**src/ckmc_pkg.sv**
```systemverilog
// Shared types and constants of the color key mask centroid unit.
package ckmc_pkg;

    localparam int CHAN_W      = 8;
    localparam int WIDTH_REG_W = 13;
    localparam int COORD_W     = 12;
    localparam int TOTAL_W     = 25;
    localparam int REG_INDEX_W = 3;
    localparam int REG_DATA_W  = 13;
    localparam int QUEUE_DEPTH = 4;

    localparam logic [CHAN_W-1:0]      KEY_RED_RESET   = 8'd208;
    localparam logic [CHAN_W-1:0]      KEY_GREEN_RESET = 8'd138;
    localparam logic [CHAN_W-1:0]      KEY_BLUE_RESET  = 8'd116;
    localparam logic [CHAN_W-1:0]      TOLERANCE_RESET = 8'd25;
    localparam logic [WIDTH_REG_W-1:0] WIDTH_RESET     = 13'd640;

    typedef enum logic [REG_INDEX_W-1:0] {
        REG_KEY_RED   = 3'd0,
        REG_KEY_GREEN = 3'd1,
        REG_KEY_BLUE  = 3'd2,
        REG_TOLERANCE = 3'd3,
        REG_WIDTH     = 3'd4
    } reg_index_t;

    typedef struct packed {
        logic [CHAN_W-1:0] red;
        logic [CHAN_W-1:0] green;
        logic [CHAN_W-1:0] blue;
        logic              last_pixel;
    } pixel_t;

    typedef struct packed {
        logic               is_match;
        logic               frame_done;
        logic               centroid_valid;
        logic [COORD_W-1:0] centroid_col;
        logic [COORD_W-1:0] centroid_row;
        logic [TOTAL_W-1:0] match_total;
    } result_t;

endpackage

```
**src/ckmc_front.sv**
```systemverilog
// Front end: configuration registers, key match, position tracking and accumulation.
module ckmc_front #(
    parameter int MAX_WIDTH  = 4096,
    parameter int MAX_HEIGHT = 4096
) (
    input  logic                                   clk,
    input  logic                                   rst_n,
    input  logic                                   wr_en,
    input  logic [ckmc_pkg::REG_INDEX_W-1:0]       wr_index,
    input  logic [ckmc_pkg::REG_DATA_W-1:0]        wr_data,
    input  logic                                   accept,
    input  ckmc_pkg::pixel_t                       pixel,
    output logic [1 + 1 + $clog2(longint'(MAX_WIDTH) * longint'(MAX_HEIGHT) + 1)
                  + 2 * ($clog2(longint'(MAX_WIDTH) * longint'(MAX_HEIGHT) + 1)
                  + (($clog2(MAX_WIDTH) > $clog2(MAX_HEIGHT))
                     ? $clog2(MAX_WIDTH) : $clog2(MAX_HEIGHT))) - 1 : 0] entry
);

    localparam int CW = $clog2(MAX_WIDTH);
    localparam int RW = $clog2(MAX_HEIGHT);
    localparam longint unsigned HIT_CAP = longint'(MAX_WIDTH) * longint'(MAX_HEIGHT);
    localparam int HW = $clog2(HIT_CAP + 1);
    localparam int SW = HW + ((CW > RW) ? CW : RW);
    localparam int PW = ((CW + 1) > ckmc_pkg::WIDTH_REG_W) ? (CW + 1) : ckmc_pkg::WIDTH_REG_W;

    typedef struct packed {
        logic          is_match;
        logic          last;
        logic [HW-1:0] hit;
        logic [SW-1:0] col_sum;
        logic [SW-1:0] row_sum;
    } entry_t;

    logic [ckmc_pkg::CHAN_W-1:0]      key_red_reg;
    logic [ckmc_pkg::CHAN_W-1:0]      key_green_reg;
    logic [ckmc_pkg::CHAN_W-1:0]      key_blue_reg;
    logic [ckmc_pkg::CHAN_W-1:0]      tol_reg;
    logic [ckmc_pkg::WIDTH_REG_W-1:0] width_reg;

    logic [CW-1:0] col_reg, col_next;
    logic [RW-1:0] row_reg, row_next;
    logic [HW-1:0] hit_reg, hit_next;
    logic [SW-1:0] csum_reg, csum_next;
    logic [SW-1:0] rsum_reg, rsum_next;

    logic          match;
    logic          take;
    logic [HW-1:0] hit_acc;
    logic [SW-1:0] csum_acc;
    logic [SW-1:0] rsum_acc;
    logic [PW-1:0] width_ext;
    logic [PW-1:0] eff_width;
    logic [PW-1:0] col_inc;
    entry_t        entry_w;

    function automatic logic near_key(
        input logic [ckmc_pkg::CHAN_W-1:0] px,
        input logic [ckmc_pkg::CHAN_W-1:0] key,
        input logic [ckmc_pkg::CHAN_W-1:0] tol
    );
        logic [ckmc_pkg::CHAN_W-1:0] diff;
        diff = (px >= key) ? (px - key) : (key - px);
        return diff <= tol;
    endfunction

    always_comb
    begin
        match = near_key(pixel.red, key_red_reg, tol_reg)
              && near_key(pixel.green, key_green_reg, tol_reg)
              && near_key(pixel.blue, key_blue_reg, tol_reg);
        // Stop counting once the count is pinned at the cap.
        take     = match && (hit_reg < HW'(HIT_CAP));
        hit_acc  = hit_reg + HW'(take);
        csum_acc = csum_reg + (take ? SW'(col_reg) : SW'(0));
        rsum_acc = rsum_reg + (take ? SW'(row_reg) : SW'(0));

        width_ext = PW'(width_reg);
        if (width_ext == PW'(0))
        begin
            eff_width = PW'(1);
        end
        else if (width_ext > PW'(MAX_WIDTH))
        begin
            eff_width = PW'(MAX_WIDTH);
        end
        else
        begin
            eff_width = width_ext;
        end
        col_inc = PW'(col_reg) + PW'(1);

        if (pixel.last_pixel)
        begin
            col_next  = '0;
            row_next  = '0;
            hit_next  = '0;
            csum_next = '0;
            rsum_next = '0;
        end
        else
        begin
            hit_next  = hit_acc;
            csum_next = csum_acc;
            rsum_next = rsum_acc;
            if (col_inc >= eff_width)
            begin
                col_next = '0;
                row_next = (row_reg < RW'(MAX_HEIGHT - 1)) ? (row_reg + RW'(1)) : row_reg;
            end
            else
            begin
                col_next = col_inc[CW-1:0];
                row_next = row_reg;
            end
        end

        entry_w.is_match = match;
        entry_w.last     = pixel.last_pixel;
        entry_w.hit      = hit_acc;
        entry_w.col_sum  = csum_acc;
        entry_w.row_sum  = rsum_acc;
    end

    assign entry = entry_w;

    always_ff @(posedge clk or negedge rst_n)
    begin
        if (!rst_n)
        begin
            key_red_reg   <= ckmc_pkg::KEY_RED_RESET;
            key_green_reg <= ckmc_pkg::KEY_GREEN_RESET;
            key_blue_reg  <= ckmc_pkg::KEY_BLUE_RESET;
            tol_reg       <= ckmc_pkg::TOLERANCE_RESET;
            width_reg     <= ckmc_pkg::WIDTH_RESET;
            col_reg       <= '0;
            row_reg       <= '0;
            hit_reg       <= '0;
            csum_reg      <= '0;
            rsum_reg      <= '0;
        end
        else
        begin
            if (wr_en)
            begin
                case (ckmc_pkg::reg_index_t'(wr_index))
                    ckmc_pkg::REG_KEY_RED:   key_red_reg   <= wr_data[ckmc_pkg::CHAN_W-1:0];
                    ckmc_pkg::REG_KEY_GREEN: key_green_reg <= wr_data[ckmc_pkg::CHAN_W-1:0];
                    ckmc_pkg::REG_KEY_BLUE:  key_blue_reg  <= wr_data[ckmc_pkg::CHAN_W-1:0];
                    ckmc_pkg::REG_TOLERANCE: tol_reg       <= wr_data[ckmc_pkg::CHAN_W-1:0];
                    ckmc_pkg::REG_WIDTH:     width_reg     <= wr_data;
                    default: ;
                endcase
            end
            if (accept)
            begin
                col_reg  <= col_next;
                row_reg  <= row_next;
                hit_reg  <= hit_next;
                csum_reg <= csum_next;
                rsum_reg <= rsum_next;
            end
        end
    end

endmodule

```
**src/ckmc_fifo.sv**
```systemverilog
// Small register queue between the front end and the back end.
module ckmc_fifo #(
    parameter int WIDTH = 8,
    parameter int DEPTH = 4
) (
    input  logic             clk,
    input  logic             rst_n,
    input  logic             wr,
    input  logic [WIDTH-1:0] wdata,
    input  logic             rd,
    output logic [WIDTH-1:0] rdata,
    output logic             full,
    output logic             empty
);

    localparam int AW = (DEPTH > 1) ? $clog2(DEPTH) : 1;
    localparam int NW = $clog2(DEPTH + 1);

    logic [WIDTH-1:0] slot_reg [DEPTH];
    logic [AW-1:0]    wptr_reg;
    logic [AW-1:0]    rptr_reg;
    logic [NW-1:0]    count_reg;

    assign full  = (count_reg == NW'(DEPTH));
    assign empty = (count_reg == NW'(0));
    assign rdata = slot_reg[rptr_reg];

    always_ff @(posedge clk)
    begin
        if (wr)
        begin
            slot_reg[wptr_reg] <= wdata;
        end
    end

    always_ff @(posedge clk or negedge rst_n)
    begin
        if (!rst_n)
        begin
            wptr_reg  <= '0;
            rptr_reg  <= '0;
            count_reg <= '0;
        end
        else
        begin
            if (wr)
            begin
                wptr_reg <= (wptr_reg == AW'(DEPTH - 1)) ? AW'(0) : (wptr_reg + AW'(1));
            end
            if (rd)
            begin
                rptr_reg <= (rptr_reg == AW'(DEPTH - 1)) ? AW'(0) : (rptr_reg + AW'(1));
            end
            if (wr && !rd)
            begin
                count_reg <= count_reg + NW'(1);
            end
            else if (rd && !wr)
            begin
                count_reg <= count_reg - NW'(1);
            end
        end
    end

endmodule

```
**src/ckmc_div.sv**
```systemverilog
// Restoring divider: one quotient bit per cycle.
module ckmc_div #(
    parameter int DW = 37,
    parameter int VW = 25
) (
    input  logic          clk,
    input  logic          rst_n,
    input  logic          start,
    input  logic [DW-1:0] dividend,
    input  logic [VW-1:0] divisor,
    output logic          done,
    output logic [DW-1:0] quotient
);

    localparam int KW = $clog2(DW + 1);

    logic [DW-1:0] quo_reg;
    logic [VW-1:0] rem_reg;
    logic [VW-1:0] dvs_reg;
    logic [KW-1:0] cnt_reg;
    logic          busy_reg;

    logic [VW:0]   trial;
    logic          fits;

    assign trial    = {rem_reg, quo_reg[DW-1]};
    assign fits     = (trial >= {1'b0, dvs_reg});
    assign done     = !busy_reg;
    assign quotient = quo_reg;

    always_ff @(posedge clk)
    begin
        if (start)
        begin
            quo_reg <= dividend;
            rem_reg <= '0;
            dvs_reg <= divisor;
        end
        else if (busy_reg)
        begin
            // Shift in the next dividend bit, subtract when the divisor fits.
            rem_reg <= fits ? VW'(trial - {1'b0, dvs_reg}) : trial[VW-1:0];
            quo_reg <= {quo_reg[DW-2:0], fits};
        end
    end

    always_ff @(posedge clk or negedge rst_n)
    begin
        if (!rst_n)
        begin
            busy_reg <= 1'b0;
            cnt_reg  <= '0;
        end
        else if (start)
        begin
            busy_reg <= 1'b1;
            cnt_reg  <= KW'(DW);
        end
        else if (busy_reg)
        begin
            cnt_reg <= cnt_reg - KW'(1);
            if (cnt_reg == KW'(1))
            begin
                busy_reg <= 1'b0;
            end
        end
    end

endmodule

```
**src/ckmc_back.sv**
```systemverilog
// Back end: drains the queue, runs the centroid division and holds the result word.
module ckmc_back #(
    parameter int MAX_WIDTH  = 4096,
    parameter int MAX_HEIGHT = 4096
) (
    input  logic                clk,
    input  logic                rst_n,
    input  logic [1 + 1 + $clog2(longint'(MAX_WIDTH) * longint'(MAX_HEIGHT) + 1)
                  + 2 * ($clog2(longint'(MAX_WIDTH) * longint'(MAX_HEIGHT) + 1)
                  + (($clog2(MAX_WIDTH) > $clog2(MAX_HEIGHT))
                     ? $clog2(MAX_WIDTH) : $clog2(MAX_HEIGHT))) - 1 : 0] head,
    input  logic                head_valid,
    output logic                head_pop,
    input  logic                pop,
    output logic                empty,
    output ckmc_pkg::result_t   result
);

    localparam int CW = $clog2(MAX_WIDTH);
    localparam int RW = $clog2(MAX_HEIGHT);
    localparam longint unsigned HIT_CAP = longint'(MAX_WIDTH) * longint'(MAX_HEIGHT);
    localparam int HW = $clog2(HIT_CAP + 1);
    localparam int SW = HW + ((CW > RW) ? CW : RW);

    typedef struct packed {
        logic          is_match;
        logic          last;
        logic [HW-1:0] hit;
        logic [SW-1:0] col_sum;
        logic [SW-1:0] row_sum;
    } entry_t;

    typedef enum logic {
        ST_IDLE,
        ST_DIVIDE
    } state_t;

    state_t             state_reg;
    ckmc_pkg::result_t  out_reg;
    logic               out_valid_reg;
    logic [HW-1:0]      total_reg;

    entry_t             head_e;
    logic               out_free;
    logic               take_head;
    logic               head_div;
    logic               finish;
    logic               col_done;
    logic               row_done;
    logic [SW-1:0]      col_quo;
    logic [SW-1:0]      row_quo;
    ckmc_pkg::result_t  direct;
    ckmc_pkg::result_t  divided;

    assign head_e    = head;
    assign out_free  = !out_valid_reg || pop;
    assign take_head = (state_reg == ST_IDLE) && head_valid && out_free;
    assign head_div  = take_head && head_e.last && (head_e.hit != HW'(0));
    assign finish    = (state_reg == ST_DIVIDE) && col_done && row_done && out_free;
    assign head_pop  = take_head;
    assign empty     = !out_valid_reg;
    assign result    = out_reg;

    ckmc_div #(.DW(SW), .VW(HW)) u_div_col (
        .clk      (clk),
        .rst_n    (rst_n),
        .start    (head_div),
        .dividend (head_e.col_sum),
        .divisor  (head_e.hit),
        .done     (col_done),
        .quotient (col_quo)
    );

    ckmc_div #(.DW(SW), .VW(HW)) u_div_row (
        .clk      (clk),
        .rst_n    (rst_n),
        .start    (head_div),
        .dividend (head_e.row_sum),
        .divisor  (head_e.hit),
        .done     (row_done),
        .quotient (row_quo)
    );

    always_comb
    begin
        direct.is_match       = head_e.is_match;
        direct.frame_done     = head_e.last;
        direct.centroid_valid = 1'b0;
        direct.centroid_col   = '0;
        direct.centroid_row   = '0;
        direct.match_total    = head_e.last ? ckmc_pkg::TOTAL_W'(head_e.hit) : '0;

        divided.is_match       = out_reg.is_match;
        divided.frame_done     = 1'b1;
        divided.centroid_valid = 1'b1;
        divided.centroid_col   = ckmc_pkg::COORD_W'(col_quo);
        divided.centroid_row   = ckmc_pkg::COORD_W'(row_quo);
        divided.match_total    = ckmc_pkg::TOTAL_W'(total_reg);
    end

    always_ff @(posedge clk or negedge rst_n)
    begin
        if (!rst_n)
        begin
            state_reg     <= ST_IDLE;
            out_valid_reg <= 1'b0;
            out_reg       <= '0;
            total_reg     <= '0;
        end
        else
        begin
            case (state_reg)
                ST_IDLE:
                begin
                    if (head_div)
                    begin
                        // Park the match bit and count while the dividers run.
                        state_reg        <= ST_DIVIDE;
                        total_reg        <= head_e.hit;
                        out_reg.is_match <= head_e.is_match;
                        out_valid_reg    <= 1'b0;
                    end
                    else if (take_head)
                    begin
                        out_reg       <= direct;
                        out_valid_reg <= 1'b1;
                    end
                    else if (pop)
                    begin
                        out_valid_reg <= 1'b0;
                    end
                end
                ST_DIVIDE:
                begin
                    if (finish)
                    begin
                        out_reg       <= divided;
                        out_valid_reg <= 1'b1;
                        state_reg     <= ST_IDLE;
                    end
                    else if (pop)
                    begin
                        out_valid_reg <= 1'b0;
                    end
                end
                default:
                begin
                    state_reg <= ST_IDLE;
                end
            endcase
        end
    end

endmodule

```
**src/color_key_mask_centroid_unit.sv**
```systemverilog
// A pixel word passes through the queue and then the result register on its way to the ports,
// when nothing stalls. Throughput: one word per cycle for ordinary pixels while results are
// popped; the last pixel of a frame with matches holds the back end while the bit-serial
// dividers work through all SW sum bits (SW = sum width, 37 at default sizes); the front keeps
// taking words into the queue meanwhile, until it fills.
// Reset: rst_n clears position, counters, queue and result, and loads the key colour,
// tolerance and frame width with their defaults.
module color_key_mask_centroid_unit #(
    parameter int MAX_WIDTH  = 4096,
    parameter int MAX_HEIGHT = 4096
) (
    input  logic                              clk,
    input  logic                              rst_n,
    // configuration writes
    input  logic                              wr_en,
    input  logic [ckmc_pkg::REG_INDEX_W-1:0]  wr_index,
    input  logic [ckmc_pkg::REG_DATA_W-1:0]   wr_data,
    // pixel words in
    input  logic                              push,
    output logic                              full,
    input  ckmc_pkg::pixel_t                  pixel,
    // result words out
    output logic                              empty,
    input  logic                              pop,
    output ckmc_pkg::result_t                 result
);

    // Queue word: match bit, last flag, hit count and both coordinate sums.
    localparam int CW = $clog2(MAX_WIDTH);
    localparam int RW = $clog2(MAX_HEIGHT);
    localparam longint unsigned HIT_CAP = longint'(MAX_WIDTH) * longint'(MAX_HEIGHT);
    localparam int HW = $clog2(HIT_CAP + 1);
    localparam int SW = HW + ((CW > RW) ? CW : RW);
    localparam int EW = 2 + HW + 2 * SW;

    logic          accept;
    logic [EW-1:0] front_entry;
    logic [EW-1:0] head_entry;
    logic          q_empty;
    logic          q_pop;

    // Take a pixel only when the queue has room.
    assign accept = push && !full;

    // Front: classify the pixel, advance column and row, accumulate matches.
    ckmc_front #(
        .MAX_WIDTH  (MAX_WIDTH),
        .MAX_HEIGHT (MAX_HEIGHT)
    ) u_front (
        .clk      (clk),
        .rst_n    (rst_n),
        .wr_en    (wr_en),
        .wr_index (wr_index),
        .wr_data  (wr_data),
        .accept   (accept),
        .pixel    (pixel),
        .entry    (front_entry)
    );

    // Queue lets the front keep streaming while the back end divides.
    ckmc_fifo #(
        .WIDTH (EW),
        .DEPTH (ckmc_pkg::QUEUE_DEPTH)
    ) u_queue (
        .clk   (clk),
        .rst_n (rst_n),
        .wr    (accept),
        .wdata (front_entry),
        .rd    (q_pop),
        .rdata (head_entry),
        .full  (full),
        .empty (q_empty)
    );

    // Back: pass ordinary words through, divide the sums on a frame end with matches, hold the result word.
    ckmc_back #(
        .MAX_WIDTH  (MAX_WIDTH),
        .MAX_HEIGHT (MAX_HEIGHT)
    ) u_back (
        .clk        (clk),
        .rst_n      (rst_n),
        .head       (head_entry),
        .head_valid (!q_empty),
        .head_pop   (q_pop),
        .pop        (pop),
        .empty      (empty),
        .result     (result)
    );

endmodule

```
**config.mk**
```make
export PLATFORM = sky130hd
export DESIGN_NAME = color_key_mask_centroid_unit
export DESIGN_NICKNAME = d
export VERILOG_FILES = /design/src/ckmc_pkg.sv /design/src/ckmc_front.sv /design/src/ckmc_fifo.sv /design/src/ckmc_div.sv /design/src/ckmc_back.sv /design/src/color_key_mask_centroid_unit.sv
export SDC_FILE = /design/constraint.sdc
export NUM_CORES = 1
export LEC_CHECK = 0
export BUFFER_PORTS_ARGS = -buffer_cell sky130_fd_sc_hd__buf_2
export CAP_MARGIN = 20
export CORE_UTILIZATION = 45
export CTS_CLUSTER_DIAMETER = 40
export DETAILED_ROUTE_END_ITERATION = 6
export PLACE_DENSITY = 0.64
export SLEW_MARGIN = 5
export SYNTH_ARGS = -nofsm -noshare
export SYNTH_HDL_FRONTEND = slang
export SYNTH_HIERARCHICAL = 1
export SYNTH_SLANG_ARGS = --single-unit
```
**constraint.sdc**
```tcl
create_clock -name clk -period 18.6 [get_ports clk]
set_input_delay 0.93 -clock clk [delete_from_list [all_inputs] [get_ports clk]]
set_output_delay 0.93 -clock clk [all_outputs]
set_load 0.02 [all_outputs]
```
* Word-level counts from Yosys, hierarchy flattened *
Memories as Yosys holds them, arrays and structs flattened.
Cells that the tools add are included.

cells by class
  eq/ne operators = 13
  muxes and demuxes = 51
  reduce and logical (&&, ||, !) cells = 39
  add/subtract/negate cells = 19
  magnitude comparators = 12
  bitwise operators = 1

operators by type and width
  cell                                                             count
  37-bit 2-to-1 mux                                                6
  52-bit one-hot mux with 2 select lines                           1
  51-bit 2-to-1 mux                                                2
  25-bit 2-to-1 mux                                                4
  12-bit 2-to-1 mux                                                7
  37-bit adder                                                     2
  26-bit by 25-bit >= comparator with 1-bit output                 2
  52-bit 2-to-1 mux                                                1
  25-bit subtractor                                                2
  8-bit subtractor                                                 6
  13-bit 2-to-1 mux                                                2
  25-bit by 1-bit adder with 25-bit output                         1
  25-bit less-than comparator, second input constant               1
  25-bit nonzero test                                              1
  8-bit >= comparator                                              3
  8-bit less-or-equal comparator                                   3
  6-bit 2-to-1 mux                                                 4
  8-bit 2-to-1 mux                                                 3
  1-bit 2-to-1 mux                                                 15
  2-bit AND reduction                                              7
  12-bit by 1-bit adder with 13-bit output, second input constant  1
  13-bit >= comparator                                             1
  13-bit greater-than comparator, second input constant            1
  1-bit logical AND                                                13
  other kinds (24)                                                 46

storage, ports and cells
  input bits = 46
  bits in registers = 417
  memories = 1
  bits in writable memories = 404

memory list
  memory            depth  width  read ports  clocked after memory_dff  wr ports  RTL line         RTL
  u_queue.slot_reg  4      101    1           0                         1         ckmc_fifo.sv:19  logic [WIDTH-1:0] slot_reg [DEPTH];

* Depth between registers and ports, before layout *
Gate-level depths: netlist of run 1.

  word-level depth = 9
  depth in mapped cells = 30
  gate-level depth less buffers = 26

* Cells and area by module *
Netlist of run 1, hierarchy kept.

modules (own cells, without submodules)
  module                        cells each  area each (um^2)  seq. area each (um^2)  instances
  ckmc_fifo                     565         15,060.7          12,306.8               1
  ckmc_front                    1,498       13,259.0          4,222.8                1
  ckmc_div (u_back.u_div_row)   492         5,235.0           2,537.4                1
  ckmc_div (u_back.u_div_col)   445         5,093.6           2,537.4                1
  ckmc_back                     226         3,218.1           1,976.9                1
  color_key_mask_centroid_unit  2           17.5              0.0                    1

* Worst setup path after synthesis of run 1 *
Ideal clock, no wire load.

  path type = input to register
  from = in pixel[12] (netlist name)
  to = mem u_queue/slot_reg[0][73] (netlist name) (data pin)
  path slack = 11,891 ps
  stages = 29
  data arrival time = 6,437 ps
  required time = 18,328 ps
  buffers on the path = 5
  path through = inv_1 > ha_1 > clkbuf_1 > a21o_1 > nand4b_1 > a221oi_1 > buf_2 > nor2_1 > a41o_1 > xnor2_1 > ha_1 > a21o_1 > a21o_1 > a21oi_1 > nor2_1 > or2_2 > clkbuf_1 > clkbuf_1 > nor4_1 > ha_1 > inv_1 > fa_1 > nand2b_1 > a211o_1 > a211o_1 > a21oi_2 > buf_4 > nand3_1 > xnor2_1

on the way
  cells in the longest elaborated chain, start to end = 8

ends and longest elaborated chain
  item                                                            RTL line                            RTL
  start: declaration                                              color_key_mask_centroid_unit.sv:21  input ckmc_pkg::pixel_t pixel,
  8-bit subtractor / 8-bit >= comparator (equally long branches)  ckmc_front.sv:62                    diff = (px >= key) ? (px - key) : (key - px);
  8-bit 2-to-1 mux (*)                                            ckmc_front.sv:62
  8-bit less-or-equal comparator (*)                              ckmc_front.sv:63                    return diff <= tol;
  1-bit logical AND (*)                                           ckmc_front.sv:69                    && near_key(pixel.green, key_green_reg, tol_reg)
  1-bit logical AND (*)                                           ckmc_front.sv:70                    && near_key(pixel.blue, key_blue_reg, tol_reg);
  1-bit logical AND (*)                                           ckmc_front.sv:72                    take = match && (hit_reg < HW'(HIT_CAP));
  12-bit 2-to-1 mux (*)                                           ckmc_front.sv:74                    csum_acc = csum_reg + (take ? SW'(col_reg) : SW'(0));
  37-bit adder (*)                                                ckmc_front.sv:74
  via front_entry[73]                                             color_key_mask_centroid_unit.sv:37  logic [EW-1:0] front_entry;
  end: declaration                                                ckmc_fifo.sv:19

Mark *: on every way through the listed nets, which the timed path passes. The rest lies on a longest branch.

* Worst setup path after layout of run 1 *
  from = in pixel[1] (netlist name)
  to = mem u_queue/slot_reg[1][71] (netlist name) (data pin)

on the way
  cells in the longest elaborated chain, start to end = 7

ends and longest elaborated chain
  item                                                            RTL line
  8-bit subtractor / 8-bit >= comparator (equally long branches)  ckmc_front.sv:62
  8-bit 2-to-1 mux (*)                                            ckmc_front.sv:62
  8-bit less-or-equal comparator (*)                              ckmc_front.sv:63
  1-bit logical AND (*)                                           ckmc_front.sv:70
  1-bit logical AND (*)                                           ckmc_front.sv:72
  12-bit 2-to-1 mux (*)                                           ckmc_front.sv:74
  37-bit adder (*)                                                ckmc_front.sv:74
  via front_entry[71]                                             color_key_mask_centroid_unit.sv:37

Marks and branches as above.

==> load_flow_metrics.sql, run 1 <==
INSERT INTO impl_metrics (metric_group, metric, value, unit) VALUES
('run_status', 'outcome', 'complete, no violations', ''),
('synthesis', 'portion_of_the_post_synthesis_area_used_by_sequential_elements', '56.3', '%'),
('critical_path', 'path_max_fanout', '24', ''),
('global_route', 'grt_antenna_before_repair', '1', ''),
('sta', 'min_period_over_period', '37.0', '%'),
('floorplanning', 'fp.dieH', '307', 'µm'),
('critical_path', 'setup.worst_path.start_class', 'input port', ''),
('drt', 'dr.first_iter.drc_count', '1810', ''),
('global_route', 'first_pass_grt_wire_length', '149', 'mm'),
('power_and_ir_drop', 'power.sequential.fraction', '35.9', '%'),
('global_route', 'globalRoute.totalOverflow', '0', ''),
('cells_and_area', 'flow.area_growth_from_synthesis', '14.6', '%'),
('critical_path', 'flop_to_flop_setup_slack', '11.72', 'ns'),
('critical_path', 'r2r_start', 'u_front/key_green_reg[1]', ''),
('critical_path', 'r2r_worst_path_depth', '25', ''),
('clock_network', 'cts_repair_resize_count', '0', ''),
('global_route', 'most_congested_layer_reported_by_global_routing', 'met2', ''),
('synthesis', 'post-synth-top-area-cell', 'edfxtp_1', ''),
('drt', 'vias', '26400', ''),
('clock_network', 'cts_made_buffers', '130', ''),
('critical_path', 'critPathMaxStageDelay', '0.57', 'ns'),
('sta', 'timing_worst_slew_pin_value', '1.14', 'ns'),
('floorplanning', 'start_util', '45.6', '%'),
('drt', 'drt_pass1_iterations', '5', ''),
('critical_path', 'crit_slowest_cell', 'a21oi_2', ''),
('synthesis', 'post_synth_instance_area', '41900', 'µm²'),
('sta', 'timing.setup.tns', '0', 'ns'),
('sta', 'slew_violations', '0', ''),
('placed_design', 'place.gp.congestion', '0.843', ''),
('drt', 'ant_nets', '0', ''),
('clock_network', 'cts-hold-fix-buffers', '0', ''),
('clock_network', 'buffer_cell_driving_the_clock_tree_root', 'clkbuf_16', ''),
('cells_and_area', 'largest_reg_flops', '404', ''),
('synthesis', 'synth.avg_cell_area', '13.0', 'µm²'),
('synthesis', 'yosys.cell_count.top_type', 'edfxtp_1', ''),
('placed_design', 'portBuffers', '99', ''),
('cells_and_area', 'instances_no_fill', '4688', ''),
('clock_network', 'cts_sinks', '846', ''),
('worst_hold_path', 'classification_of_the_worst_slack_hold_path', 'input port to asynchronous set/reset pin', ''),
('critical_path', 'critical_path_arrival', '7.40', 'ns'),
('global_route', 'global_route.usage.total', '20.3', '%'),
('global_route', 'grt_start_max_net_pins', '75', ''),
('critical_path', 'critical_path_class', 'input port to flop', ''),
('floorplanning', 'design.core.area', '91900', 'µm²'),
('drt', 'wire_per_inst', '20.1', 'µm'),
('sta', 'worst_slew_margin_rel', '23.4', '%'),
('power_and_ir_drop', 'fin_total_pwr', '8.21', 'mW'),
('synthesis', 'syn-num-nets', '3455', ''),
('cells_and_area', 'final_layout_size_suffix_gt1_share', '20.0', '%'),
('global_route', 'gr-usage-met2', '33.7', '%'),
('clock_network', 'cts_setup_buffers', '0', ''),
('drt', 'drt_wl_total', '94.2', 'mm'),
('sta', 'setup-violations-final', '0', ''),
('clock_network', 'clock_tree_from_tritoncts', 'done', ''),
('synthesis', 'leading_post_synthesis_cells_by_cell_area', 'edfxtp_1 (38%), dfrtp_1 (15%), mux4_2 (5.4%)', ''),
('critical_path', 'r2r-end', 'u_queue/slot_reg[1][71]', ''),
('power_and_ir_drop', 'int_pwr', '5.40', 'mW'),
('synthesis', 'netlist-cell-type-count', '109', ''),
('power_and_ir_drop', 'clock_power_share', '30.1', '%'),
('power_and_ir_drop', 'power.density_cell_area', '171', 'nW/µm²'),
('placed_design', 'area_post_placement', '43500', 'µm²'),
('clock_network', 'htreeDepth', '4', ''),
('power_and_ir_drop', 'comb_power_share', '33.9', '%'),
('sta', 'grt_setup_unrepaired', 'no', ''),
('critical_path', 'timing.critical_path.required', '19.12', 'ns'),
('placed_design', 'place_hpwl', '59.9', 'mm'),
('clock_network', 'clkLatencyLatePin', '0.74', 'ns'),
('flow_run', 'drv.max_cap_violation_count', '0', ''),
('synthesis', 'post_synth_edffs', '528', ''),
('drt', 'route.detailed.vias_per_inst', '5.63', ''),
('global_route', 'grt_use_met3', '3.63', '%');
[cell families (layout without fill, tap and decap cells)]
group | count (synthesis) | count (layout) | synth area share, %
mux | 287 | 287 | 10.3
simple gates | 721 | 721 | 8.72
other cells | 0 | 1 | 0
fa+ha+maj | 181 | 181 | 5.60
compound gates | 679 | 679 | 11.7
flops | 846 | 846 | 56.3
xor+xnor | 170 | 170 | 3.55
buf+inv | 344 | 560 | 3.74
[per-layer routing]
layer  share of wire (%)  vias to the layer above  wire, µm
met5                   0                        -         0
met4                 2.8                        0      2600
met3                 4.4                      169      4140
met2                  48                      588     45600
met1                  44                    13200     41900
li1                    -                    12400         -
[worst max-delay path, delay by kind of cell]
kind | cells | cell delay (ns)
AOI/OAI and AO/OA | 11 | 3.11
xor gates and xnor gates | 2 | 0.45
adders and majority gates | 5 | 1.45
buffers and inverters | 4 | 0.30
muxes | 1 | 0.22
and+or+nand+nor | 3 | 0.90
[per-stage QoR]
| stage | hold slack, ns | util (%) |
|---|---|---|
| floorplan | 0.453 | - |
| global placement | 0.468 | 47.3 |
| detailed placement | 0.475 | 47.3 |
| CTS | 0.205 | 52.2 |
| global route | 0.237 | 52.2 |
| finish | 0.207 | 52.2 |
[layout make-up]
cell class | instances | area, µm²
flip-flops and latches | 846 | 23600
inverters | 179 | 677
clock inverters | 91 | 1050
fillers | 7800 | 44000
well taps | 1243 | 1560
diodes | 1 | 2.50
repair buffers | 139 | 826
multi-input cells | 2038 | 16800
clock buffers | 151 | 3460
[power by group through the flow]
| stage | registers [mW] | clock network (mW) | logic, mW |
|---|---|---|---|
| detailed placement | 2.98 | 0 | 2.80 |
| global route | 3.01 | 2.61 | 3.06 |
| finish | 2.95 | 2.47 | 2.79 |
| CTS | 2.95 | 2.53 | 2.81 |
| global placement | 2.97 | 0 | 2.77 |
| floorplan | 2.95 | 0 | 2.12 |
[how the worst max path moves through the flow]
| stage | to | slack, ns | cells past startpoint |
|---|---|---|---|
| 5_1_grt | u_queue/slot_reg[1][71] | 11.31 | 26 |
| 6_report | u_queue/slot_reg[1][71] | 11.72 | 26 |
| 4_1_cts | u_queue/slot_reg[1][71] | 11.75 | 25 |
| 3_5_place_dp | u_queue/slot_reg[0][71] | 11.08 | 26 |
| 2_1_floorplan | u_queue/slot_reg[0][73] | 11.89 | 29 |
| 3_3_place_gp | u_queue/slot_reg[0][71] | 11.26 | 26 |
[cells in the final DEF (no fill, tap or decap), drive strengths merged, types with 53 or more instances in the layout]
cell type,n
nand2,206
a21o,53
xnor2,109
mux4,101
nand3,76
xor2,61
a22o,107
a21oi,117
mux2,153
clkbuf,151
ha,170
edfxtp,528
inv,201
dfrtp,253
o21ai,144
nor2,148
buf,139
No activity file was read; power rests on OpenSTA's default activity.
==> run 2: changes to the inputs <==
--- a/config.mk
+++ b/config.mk
@@ -10,7 +10,7 @@
 export CORE_UTILIZATION = 45
 export CTS_CLUSTER_DIAMETER = 40
 export DETAILED_ROUTE_END_ITERATION = 6
-export PLACE_DENSITY = 0.64
+export PLACE_DENSITY = 0.66
 export SLEW_MARGIN = 5
 export SYNTH_ARGS = -nofsm -noshare
 export SYNTH_HDL_FRONTEND = slang
==> constraint.sdc (replaced) <==
create_clock -name clk -period 5.9 [get_ports clk]
set_input_delay 0.295 -clock clk [delete_from_list [all_inputs] [get_ports clk]]
set_output_delay 0.295 -clock clk [all_outputs]
set_load 0.02 [all_outputs]
==> run 2 against run 1 <==
- sequential share of layout area shrank 1.3 points
- global-route usage rose by 0.13 points
- critical path type is now flop to flop
- die area unchanged
- wire length grew 1.7%
- worst hold slack worse by 0.17 ns
- largest power group is now combinational logic
==> load_flow_metrics.sql, run 2 (synthesis gave the netlist of run 1 again) <==
INSERT INTO impl_metrics (metric_group, metric, value, unit) VALUES
('run_status', 'outcome', 'complete, no violations', ''),
('cells_and_area', 'layout.cell_area.non_filler', '49300', 'µm²'),
('drt', 'vias', '27200', ''),
('cells_and_area', 'largest_reg_flops', '404', ''),
('drt', 'wire_per_inst', '20.0', 'µm'),
('flow_run', 'drv.max_cap_violation_count', '0', ''),
('critical_path', 'timing.critical_path.required', '6.33', 'ns'),
('drt', 'drcViolationCount', '0', ''),
('sta', 'maxClockFrequency', '172', 'MHz'),
('global_route', 'grt_antenna_before_repair', '1', ''),
('sta', 'timing_worst_slew_pin_value', '1.08', 'ns'),
('floorplanning', 'floorplan.io_pins', '100', ''),
('power_and_ir_drop', 'power.density_cell_area', '526', 'nW/µm²'),
('cells_and_area', 'multi_input_area', '17400', 'µm²'),
('power_and_ir_drop', 'fin_total_pwr', '25.9', 'mW'),
('floorplanning', 'core.rowCount', '111', ''),
('clock_network', 'clockBufferDepth', '3', ''),
('critical_path', 'critical_path_class', 'flop to flop', ''),
('worst_hold_path', 'classification_of_the_worst_slack_hold_path', 'input port to flop', ''),
('clock_network', 'buffer_cell_driving_the_clock_tree_root', 'clkbuf_16', ''),
('floorplanning', 'floorplan.die_area', '94300', 'µm²'),
('sta', 'slew_violations', '0', ''),
('global_route', 'globalRoute.totalOverflow', '0', ''),
('global_route', 'first_pass_grt_wire_length', '152', 'mm'),
('cells_and_area', 'nNetsFinal', '3680', ''),
('clock_network', 'clkTransAtPathRegs', '0.06', 'ns'),
('cells_and_area', 'most_common_cell_after_layout_fill_and_taps_aside', 'edfxtp_1', ''),
('sta', 'post-route-min-period', '5.80', 'ns'),
('critical_path', 'flop_to_flop_setup_slack', '0.1', 'ns'),
('placed_design', 'portBuffers', '99', ''),
('placed_design', 'area_post_placement', '44400', 'µm²'),
('cells_and_area', 'sequential_cell_area', '23600', 'µm²'),
('sta', 'worst_slew_margin_rel', '27.7', '%'),
('worst_hold_path', 'min-delay-start', 'wr_index[2]', ''),
('cells_and_area', 'final_core_utilization', '53.6', '%'),
('global_route', 'grt_start_max_net_pins', '115', ''),
('critical_path', 'critical_path_arrival', '6.23', 'ns'),
('floorplanning', 'design.core.area', '91900', 'µm²'),
('clock_network', 'clkLatencyLatePin', '0.72', 'ns'),
('sta', 'timing.setup.tns', '0', 'ns'),
('clock_network', 'htreeDepth', '3', ''),
('sta', 'setup-violations-final', '0', ''),
('critical_path', 'crit_slowest_cell', 'dfstp_2', ''),
('sta', 'finalHoldViolations', '0', ''),
('drt', 'drt_pass1_iterations', '7', ''),
('clock_network', 'cts_made_buffers', '115', ''),
('sta', 'final.setup_skew', '0.0654', 'ns'),
('cells_and_area', 'flow.area_growth_from_synthesis', '17.8', '%'),
('floorplanning', 'start_util', '45.6', '%'),
('critical_path', 'r2r_start', 'u_front/key_green_reg[1]', ''),
('floorplanning', 'fp.dieH', '307', 'µm'),
('floorplanning', 'die_width', '307', 'µm'),
('cells_and_area', 'mostFrequentLayoutCells', 'edfxtp_1 (528), dfrtp_1 (251), nand2_1 (199), inv_1 (174), ha_1 (164)', ''),
('clock_network', 'clock_tree_from_tritoncts', 'done', ''),
('cells_and_area', 'n_antenna_cell', '0', ''),
('worst_hold_path', 'hold-path-cell-count', '3', ''),
('critical_path', 'r2r-end', 'u_queue/slot_reg[3][61]', ''),
('sta', 'grt_setup_unrepaired', 'yes', ''),
('sta', 'min_period_over_period', '98.3', '%'),
('placed_design', 'place_hpwl', '60.6', 'mm'),
('power_and_ir_drop', 'ir_drop', '0.315', 'mV'),
('sta', 'min_setup_slack_post_route', '0.0975', 'ns'),
('cells_and_area', 'final.fill_count', '7658', ''),
('global_route', 'first_global_vias', '27200', ''),
('critical_path', 'critPathMaxStageDelay', '0.53', 'ns'),
('global_route', 'global_route.usage.total', '20.4', '%'),
('clock_network', 'cts_sinks', '846', ''),
('critical_path', 'timing.critical_path.to_type', 'flop', ''),
('placed_design', 'preCtsSetupSlack', '-0.362', 'ns'),
('worst_hold_path', 'whs_endpoint', 'u_front/key_red_reg[2]', ''),
('drt', 'dr.first_iter.drc_count', '1820', ''),
('drt', 'ant_nets', '0', ''),
('critical_path', 'path_max_fanout', '4', ''),
('drt', 'drt_wl_total', '95.8', 'mm'),
('critical_path', 'r2r_worst_path_depth', '25', ''),
('power_and_ir_drop', 'p_leak', '19.4', 'nW'),
('placed_design', 'place.gp.congestion', '0.862', ''),
('critical_path', 'setup.worst_path.start_class', 'flop', ''),
('cells_and_area', 'final_layout_size_suffix_gt1_share', '24.5', '%'),
('drt', 'route.detailed.vias_per_inst', '5.66', '');
## run 2: cell types whose count changed in the layout (fill, tap and decap cells not counted), sizes merged
cell	before	now
diode	1	0
clkinv	40	31
dlygate4sd3	0	15
clkbuf	151	136
bufinv	14	13
clkinvlp	15	11
inv	201	208
buf	139	258
## run 2: final cells by class
type                       instances  share of cell area (%)
clock buffer                     136                    6.16
clock inverter                    84                    2.15
inverter                         179                    1.37
multi-input combinational       2038                    35.3
sequential                       846                    47.8
tap                             1243                    3.15
timing repair buffer             273                    4.00
## run 2: power breakdown
part | internal [mW] | leakage [nW] | switching, mW
Combinational | 4.08 | 8.86 | 5.33
Sequential | 8.42 | 8.62 | 0.916
Clock | 4.36 | 1.97 | 2.84
## run 2: metal layers
metal | wire length [µm] | share of wire, % | GRT usage (%)
met2 | 46300 | 48 | 33.8
met3 | 3630 | 3.8 | 2.54
met5 | 0 | 0 | 0
met1 | 43800 | 46 | 28.2
met4 | 2140 | 2.2 | 6.17
## run 2: timing repair
action                     4_1_cts  5_1_grt
buffers inserted                 0       15
hold buffers                    15        0
hold endpoints to repair       111        0
resized for setup               15       90
pin swaps                        6       32
setup endpoints to repair      108      291
## run 2: worst max-delay path by stage
| stage | from | to | slack, ns |
|---|---|---|---|
| after floorplan | u_front/key_green_reg[3] | u_queue/slot_reg[0][73] | 0.005 |
| after global placement | pixel[9] | u_queue/slot_reg[0][34] | -0.25 |
| after detailed placement | pixel[9] | u_queue/slot_reg[0][34] | -0.36 |
| after CTS | u_front/key_red_reg[0] | u_queue/slot_reg[3][54] | 0.01 |
| after global routing | u_front/key_red_reg[0] | u_queue/slot_reg[3][61] | -0.20 |
| final | u_front/key_green_reg[1] | u_queue/slot_reg[3][61] | 0.1 |
## run 2: worst max-delay path: cells and delay by family, from the launching register on
family                     cells  cell delay, ns
AOI/OAI and AO/OA              7            1.71
xor gates and xnor gates       1            0.08
adders and majority gates      4            1.15
buffers and inverters          5            0.54
DFF                            1            0.53
muxes                          1            0.35
and+or+nand+nor                7            1.16
## run 2: metrics by stage
| stage | hold slack (ns) | cells |
|---|---|---|
| finish | 0.0325 | 4799 |
| global route | 0.0331 | 4799 |
| CTS | 0.0157 | 4782 |
| detailed placement | 0.339 | 4547 |
| global placement | 0.337 | 4546 |
| floorplan | -0.000591 | 3228 |
